<file path="src/hdl/alpo_pkg.sv">
`timescale 1ns / 1ps
`default_nettype none
// ---------------------------------------------------------------------------
// alpo_pkg: shared types and constants for the position-addressed list
// Request, response and cell command types, op and status codes.
// ---------------------------------------------------------------------------
package alpo_pkg;

   localparam int CAPACITY = 128;
   localparam int CNT_W    = $clog2(CAPACITY + 1);
   localparam int IDX_W    = $clog2(CAPACITY);
   localparam int POS_W    = 8;
   localparam int CMP_W    = (CNT_W > POS_W) ? CNT_W : POS_W;

   typedef enum logic [1:0] {
      OP_READ   = 2'd0,
      OP_INSERT = 2'd1,
      OP_APPEND = 2'd2,
      OP_DELETE = 2'd3
   } op_type;

   typedef enum logic [1:0] {
      STATUS_OK     = 2'd0,
      STATUS_BADPOS = 2'd1,
      STATUS_FULL   = 2'd2
   } status_type;

   typedef struct packed {
      op_type             op;
      logic [POS_W-1:0]   pos;
      logic signed [31:0] item;
   } req_type;

   typedef struct packed {
      logic signed [31:0] value;
      status_type         status;
      logic [7:0]         count;
      logic               is_empty;
      logic               is_full;
   } rsp_type;

   typedef struct packed {
      logic               shift_up;
      logic               shift_down;
      logic               rd_load;
      logic [IDX_W-1:0]   pos;
      logic signed [31:0] item;
   } cmd_type;

   typedef struct packed {
      logic               valid;
      logic signed [31:0] value;
   } car_type;

endpackage
`default_nettype wire

</file>
<file path="src/hdl/alpo_cell.sv">
`timescale 1ns / 1ps
`default_nettype none
// ---------------------------------------------------------------------------
// alpo_cell: one list entry cell
// Holds one entry, shifts with its neighbors on insert and delete, and
// passes a read carrier toward cell zero.
// ---------------------------------------------------------------------------
module alpo_cell
   import alpo_pkg::*;
(
   input  wire logic               clock,
   input  wire logic               reset,
   input  wire logic [IDX_W-1:0]   cell_idx,
   input  wire cmd_type            cmd,
   input  wire logic signed [31:0] lower_entry,
   input  wire logic signed [31:0] upper_entry,
   input  wire car_type            upper_car,
   output      logic signed [31:0] entry_q,
   output      car_type            car_q
);

   logic signed [31:0] entry_ff, entry_in;
   logic               carv_ff, carv_in;
   logic signed [31:0] carval_ff, carval_in;

   always_comb begin
      entry_in = entry_ff;
      if (cmd.shift_up) begin
         if (cell_idx == cmd.pos) begin
            entry_in = cmd.item;
         end else if (cell_idx > cmd.pos) begin
            entry_in = lower_entry;
         end
      end else if (cmd.shift_down) begin
         if (cell_idx >= cmd.pos) begin
            entry_in = upper_entry;
         end
      end
      if (cmd.rd_load) begin
         carv_in   = (cell_idx == cmd.pos);
         carval_in = entry_ff;
      end else begin
         carv_in   = upper_car.valid;
         carval_in = upper_car.value;
      end
   end

   always_ff @(posedge clock) begin
      entry_ff  <= entry_in;
      carval_ff <= carval_in;
   end

   always_ff @(posedge clock) begin
      if (reset) begin
         carv_ff <= 1'b0;
      end else begin
         carv_ff <= carv_in;
      end
   end

   assign entry_q     = entry_ff;
   assign car_q.valid = carv_ff;
   assign car_q.value = carval_ff;

endmodule
`default_nettype wire

</file>
<file path="config.mk">
export PLATFORM = sky130hd
export DESIGN_NAME = alpo_cell
export DESIGN_NICKNAME = d
export VERILOG_FILES = /design/src/hdl/alpo_pkg.sv /design/src/hdl/alpo_cell.sv
export SDC_FILE = /design/constraint.sdc
export NUM_CORES = 1
export LEC_CHECK = 0
export BUFFER_PORTS_ARGS = -buffer_cell sky130_fd_sc_hd__buf_2
export CORE_AREA = 2 2 83 85
export CTS_BUF_LIST = sky130_fd_sc_hd__clkbuf_2
export DETAILED_ROUTE_END_ITERATION = 10
export DIE_AREA = 0 0 85 87
export PLACE_DENSITY = 0.93
export SETUP_SLACK_MARGIN = 0.5
export SYNTH_ARGS = -nofsm -noshare
export SYNTH_HDL_FRONTEND = slang
export SYNTH_SLANG_ARGS = --single-unit
export TNS_END_PERCENT = 100
</file>
<file path="constraint.sdc">
create_clock -name clock -period 6.41 [get_ports clock]
set_clock_uncertainty 0.1 [all_clocks]
set_input_delay 0.641 -clock clock [delete_from_list [all_inputs] [get_ports clock]]
set_output_delay 0.641 -clock clock [all_outputs]
set_load 0.005 [all_outputs]
</file>
==> metrics.txt, run 1 <==
Crit Path Max Fanout=33; Clk Latency, worst-skew pair=between 0.4 and 0.5 ns; EDFF count, synth=32; Place WS=3.43 ns; maximum root-to-sink buffer count=2; row count=30; Multi-input gate area=approximately 1100 µm²; fmax=402 MHz; Distinct cells, synth=22; hold crit path type=input port to flip-flop; CTS buffer count=9; count of state elements after synthesis=between 60 and 70; Slew Viols, Final=0; initial antenna violation count=0; post-synth top area share=33.7%; Area Growth Syn to Fin=41.7%; Root Driver=clkbuf_2; outcome=completed; met2 routed WL=about 4.6 mm; final worst path period share=about two fifths; Yosys Warn Count=0; Setup crit end kind=flip-flop; VDD IR-drop max=around 0.00012 V; Initial Utilization=between 40% and 50%; antenna-violating nets left=0; # port buffers=212; grt ovf=0; Pleak=roughly 2 nW; vias in the first global route=2,728; wire length per cell=14.9 µm; PnR worst setup slack=between 3 and 4 ns; Final GP Congestion=0.892; Avg Vias per Cell=between 5 and 6; hold_buf cts=0; layout cells sized above 1=54.5%; wire length on met3=between 600 and 700 µm; Worst slew margin=slightly below 20%; Final Critical Period=2.49 ns; clock-pin slew on the worst setup and hold paths=roughly 0.21 ns; post-CTS resize count=0; Die H=about 87 µm; Yosys top cell by area=edfxtp_1; die footprint=between 7000 and 8000 µm²; non-filler cells, final=approximately 560; placed cells=547; Nets=~630; CTS tree=done; Seq/Total Area, Yosys=between 50 and 60%; FFs w/ async S/R, synth=0%; top post-synthesis cells by area=edfxtp_1 (34%), dfxtp_1 (23%), mux2_2 (13%), nand2_1 (8.6%), a31oi_1 (7.0%); P per Cell Area=about 230 nW/µm²; Total GRT Usage=approximately 22%; worst hold margin=0.187 ns; first-iteration detailed-routing DRC count=86; Worst Path Required=6.62 ns; global-route wire length before repair=~13 mm; Register Area=approximately 1600 µm²; mapped cell area=approximately 2800 µm²; H-tree Lvls=3; commonest cells in the netlist=nand2_1 (65), dfxtp_1 (33), nor2_1 (33); setup_tns=0 ns; Max Used Layer=met4; critical path arrival=roughly 2.7 ns; Initial DRT Pass Iterations=4; # Post-CTS Setup Buffers=0; diode count=0; setup violators final=0; dpl hpwl=approximately 6.5 mm; Critical Path Start Type=input port; vias=2,847; prevailing post-synth register cell=dfxtp_1; met1 WL=2.98 mm; worst-margin pin slew=~1.2 ns; max_cap viols=0; Post-Syn Instances=271; top-count cell post-synth=nand2_1; Die X=between 80 and 90 µm; Avg Cell Area, Syn=between 10 and 15 µm²; top-level port count=approximately 210; setup slack, reg-to-reg=5.44 ns; CTS sink count=65; Setup CP Type=input port to flip-flop; Hold Violations, Final=0; Net Count, Synth=roughly 430; core area=about 6600 µm²; fillers=between 500 and 600; drt drc=0; WL final=8.41 mm; unrepaired setup endpoints after global routing=false; largest net degree at the start of global routing=66
## report_power, final
group	internal, W	switching, W
Combinational	0.000103	0.0000821
Sequential	0.000499	0.0000240
Clock	0.0000927	0.000147
## logic make-up after synthesis
kind of cell / after synthesis / synth area share, %
compound gates: 38 / 8.39
mux: 33 / 13.0
buf+inv: 26 / 4.65
flops: 65 / 56.9
simple gates: 102 / 14.0
fa+ha+maj: 7 / 3.07
## critical path: stages
cell and delay, ns:
buf_2 0.08, inv_1 0.04, ha_1 0.30, and4_1 0.23, and4_1 1.01, nand2_1 0.14
a31oi_1 0.22
## cells in the final DEF (no fill, tap or decap)
cell type	Yosys	final
nor2_1	33	33
clkbuf_2	0	11
nand2b_1	1	1
dfxtp_1	33	33
inv_1	7	7
o21a_1	1	1
a21oi_1	2	2
o221ai_1	1	1
buf_2	4	212
and4_1	2	2
mux2_2	32	32
bufinv_16	0	1
clkinv_4	0	1
o21ai_0	1	1
ha_1	7	7
buf_4	2	3
nand4_1	1	1
mux2i_1	1	1
clkinv_2	0	2
a31oi_1	32	32
nand2_1	65	65
clkinvlp_4	0	1
edfxtp_1	32	32
a211oi_1	1	1
## state kept, by name, summed over array words and instances, names as in the netlist
name / flops
carv_ff: 1
carval_ff: 32
entry_q: 32
## layer usage
layer | vias to the layer above | track usage [%]
met2 | 156 | 40.5
met3 | 20 | 3.60
li1 | 1360 | -
met1 | 1311 | 23.8
met5 | - | 0
met4 | 0 | 10.8
## final cells by class
| cell class | count | share of cell area, % |
|---|---|---|
| Tap cell | 80 | 2.48 |
| Sequential cell | 65 | 40.2 |
| Clock inverter | 5 | 1.39 |
| Inverter | 7 | 0.651 |
| Timing Repair Buffer | 215 | 26.8 |
| Clock buffer | 11 | 1.36 |
| Multi-Input combinational cell | 180 | 27.1 |
## per-stage QoR
| step | power, W | instance area, µm² | utilization (%) |
|---|---|---|---|
| floorplan | 0.000601 | 2850 | - |
| global placement | 0.000710 | 3930 | 59.8 |
| detailed placement | 0.000720 | 3930 | 59.8 |
| CTS | 0.000960 | 4040 | 61.5 |
| global route | 0.000996 | 4040 | 61.5 |
| finish | 0.000948 | 4040 | 61.5 |
## path summary, 6_finish.rpt
check | from | cells after the start | endpoint
min | reset | 2 | carv_ff
max reg2reg | entry_q[3] | 1 | carval_ff[3]
min reg2reg | entry_q[11] | 1 | carval_ff[11]
max | cmd[38] | 7 | entry_q[21]
Note: power is estimated with default switching activity, not from simulation.
==> inputs of run 2 (changes only) <==
--- a/config.mk
+++ b/config.mk
@@ -5,12 +5,13 @@
 export SDC_FILE = /design/constraint.sdc
 export NUM_CORES = 1
 export LEC_CHECK = 0
+export ABC_AREA = 1
 export BUFFER_PORTS_ARGS = -buffer_cell sky130_fd_sc_hd__buf_2
-export CORE_AREA = 2 2 83 85
+export CORE_ASPECT_RATIO = 2
+export CORE_UTILIZATION = 43
 export CTS_BUF_LIST = sky130_fd_sc_hd__clkbuf_2
 export DETAILED_ROUTE_END_ITERATION = 10
-export DIE_AREA = 0 0 85 87
-export PLACE_DENSITY = 0.93
+export PLACE_DENSITY = 0.88
 export SETUP_SLACK_MARGIN = 0.5
 export SYNTH_ARGS = -nofsm -noshare
 export SYNTH_HDL_FRONTEND = slang
==> constraint.sdc (replaced) <==
create_clock -name clock -period 2.5 [get_ports clock]
set_clock_uncertainty 0.1 [all_clocks]
set_input_delay 0.25 -clock clock [delete_from_list [all_inputs] [get_ports clock]]
set_output_delay 0.25 -clock clock [all_outputs]
set_load 0.005 [all_outputs]
==> run 2 against run 1 <==
Net effect: clock-buffer cell count shrank 1; die area up 6.2%; final cell count is 19% higher; flip-flop and latch count is the same; worst hold slack worse by 0.13 ns; critical path depth up 4; global-route usage rose by 6.0 points; clock power grew 91%; sequential power grew to 2.6 times the previous value.
==> metrics.txt, run 2 <==
wire length per cell=15.7 µm (+5.4%); setup slack, reg-to-reg=1.58 ns (-3.86 ns); CTS tree=done; count of state elements after synthesis=65 (unchanged); final worst path period share=76.8%; Total GRT Usage=27.7% (+6.0 points); setup_tns=0 ns (unchanged); initial antenna violation count=1 (+1); largest net degree at the start of global routing=35 (-47%); Root Driver=clkbuf_2; # Post-CTS Setup Buffers=0 (unchanged); VDD IR-drop max=0.000203 V (+67%); Hold Path End=entry_q[25]; CTS sink count=65 (unchanged); commonest non-fill, non-tap cell in the layout=buf_2; top post-synthesis cells by area=edfxtp_1 (30%), dfxtp_1 (21%), mux2_2 (11%), nand3_1 (10%), and2_1 (6.2%); critical path arrival=2.07 ns (-0.62 ns); Slew Viols, Final=0 (unchanged); post-synth top area share=29.9% (-3.9 points); Crit Path Max Fanout=33 (unchanged); Die H=124 µm (+43%); commonest non-fill, non-tap cells in the layout=buf_2 (212), nand3_1 (64), dlygate4sd3_1 (47); Hold Violations, Final=0 (unchanged); Distinct cells, synth=23 (+4.5%); WL final=10.6 mm (+26%); Setup crit end kind=flip-flop; layout cells sized above 1=50.7% (-3.8 points); non-filler cells, final=671 (+19%); commonest cells in the netlist=nand3_1 (65), nand2_1 (39), dfxtp_1 (33); Clk Latency, worst-skew pair=0.47 ns (about the same); unrepaired setup endpoints after global routing=false; post-route core utilization=68.9% (+7.5 points); prevailing post-synth register cell=dfxtp_1; Final Critical Period=1.92 ns; setup violators final=0 (unchanged); CTS buffer count=9 (unchanged); vias=3,353 (+18%); Avg Cell Area, Syn=10.1 µm² (-4.0%); Nets=728 (+15%); fmax=between 500 and 600 MHz; top-count cell post-synth=nand3_1; first-iteration detailed-routing DRC count=199 (+130%); max_cap viols=0 (unchanged); EDFF count, synth=32 (unchanged); global-route wire length before repair=16.5 mm (+32%); dpl hpwl=7.03 mm (+8.9%); Setup CP Type=input port to flip-flop; worst reg2reg endpoint=carval_ff[3]; P per Cell Area=496 nW/µm² (+110%); Pleak=2.36 nW (+18%); # port buffers=212 (unchanged); maximum root-to-sink buffer count=2 (unchanged); Initial Utilization=44.3% (+0.91 points); hold_sp=lower_entry[25]; H-tree Lvls=3 (unchanged); hold crit path type=input port to flip-flop; reg2reg path depth=1 (unchanged); top-level port count=213 (unchanged); Hold Path Cell Cnt=4 (+2); clock-pin slew on the worst setup and hold paths=0.16 ns (-0.05 ns); row count=44 (+47%); worst-margin pin slew=0.803 ns (-0.403 ns); Yosys top cell by area=edfxtp_1; vias in the first global route=3,576 (+31%); Net Count, Synth=474 (+11%); Yosys Warn Count=0 (unchanged); core area=7270 µm² (+11%); Post-Syn Instances=319 (+18%); antenna-violating nets left=0 (unchanged); placed cells=607 (+11%); Seq/Total Area, Yosys=50.4% (-6.5 points); Die X=63.2 µm (-26%); FFs w/ async S/R, synth=0% (unchanged); CP startpoint=cmd[38]; mapped cell area=3220 µm² (+13%); Critical Path Start Type=input port; Area Growth Syn to Fin=55.6%; reg-to-reg startpoint=entry_q[3]; Worst Path Required=2.65 ns (-3.97 ns); Initial DRT Pass Iterations=6 (+2); Avg Vias per Cell=5.00 (-1.2%); Worst slew margin=46.5% (+27 points); die footprint=7850 µm² (+6.2%); grt ovf=0 (unchanged); outcome=completed; drt drc=0 (unchanged); Final GP Congestion=0.811 (-9.1%)
run 2: changes by cell type after synthesis, moves of 2 or more:
cell,before,now
nor2_1,33,8
or2_2,0,7
inv_1,7,10
a31oi_1,32,0
nand3_1,0,65
and4_1,2,0
nand2_2,0,2
nand2_1,65,39
clkbuf_1,9,3
and2_1,0,32
buf_4,2,7
or2_0,0,6
buf_2,4,8
or2_1,0,19
run 2: cell type report:
type	count	area [µm²]
antenna	1	2.50
clock buffer	10	50.0
multi-input combinational	222	1550
timing repair buffer	264	1590
tap	92	115
clock inverter	6	25.0
sequential	65	1620
fill	531	2260
inverter	11	58.8
run 2: power by group:
part | switching, W | total (W) | internal [W]
Combinational | 0.000294 | 0.000666 | 0.000372
Sequential | 0.0000720 | 0.00136 | 0.00129
Clock | 0.000340 | 0.000459 | 0.000119
run 2: worst max-delay path by stage:
| stage | end | slack [ns] | depth (start not counted) |
|---|---|---|---|
| 2_1_floorplan | entry_q[0] | 0.41 | 9 |
| 3_3_place_gp | entry_q[10] | 0.45 | 10 |
| 3_5_place_dp | entry_q[9] | 0.39 | 10 |
| 4_1_cts | entry_q[28] | 0.58 | 11 |
| 5_1_grt | entry_q[28] | 0.54 | 11 |
| 6_report | entry_q[28] | 0.58 | 11 |
run 2: cell families after synthesis:
family	count (synthesis)	share of synthesized area, %
buf+inv	32	5.56
fa+ha+maj	7	2.72
mux	32	11.2
compound gates	2	0.389
flops	65	50.4
simple gates	181	29.7
run 2: layer usage:
metal / track usage, % / wire length, µm / vias up / share of wire (%)
li1: - / - / 1580 / -
met1: 24.3 / 3390 / 1516 / 32
met2: 53.3 / 5960 / 213 / 56
met3: 5.86 / 693 / 44 / 6.6
met4: 18.4 / 508 / 0 / 4.8
met5: 0 / 0 / - / 0
run 2: timing repair:
action,in CTS,in global routing
hold endpoints to repair,45,0
hold buffers,47,0
gates resized for setup,0,1
setup endpoints to repair,0,1
run 2: worst max-delay path: stages:
cell and delay (ns):
buf_2 0.10, inv_4 0.04, ha_4 0.27, nand2_4 0.07, nor2_8 0.22, nand2_4 0.09, buf_6 0.21, nand2_1 0.08
nand3_1 0.05, and2_1 0.14, dlygate4sd3_1 0.55
run 2: metrics by stage:
| stage | setup slack, ns | area [µm²] | total power, W | hold slack [ns] |
|---|---|---|---|---|
| 6_report | 0.581 | 5010 | 0.00248 | 0.0518 |
| 5_1_grt | 0.543 | 5010 | 0.00261 | 0.0110 |
| 4_1_cts | 0.578 | 5000 | 0.00248 | 0.000122 |
| 3_5_place_dp | 0.387 | 4460 | 0.00197 | 0.380 |
| 3_3_place_gp | 0.454 | 4460 | 0.00195 | 0.376 |
| 2_1_floorplan | 0.406 | 3370 | 0.00164 | 0.294 |
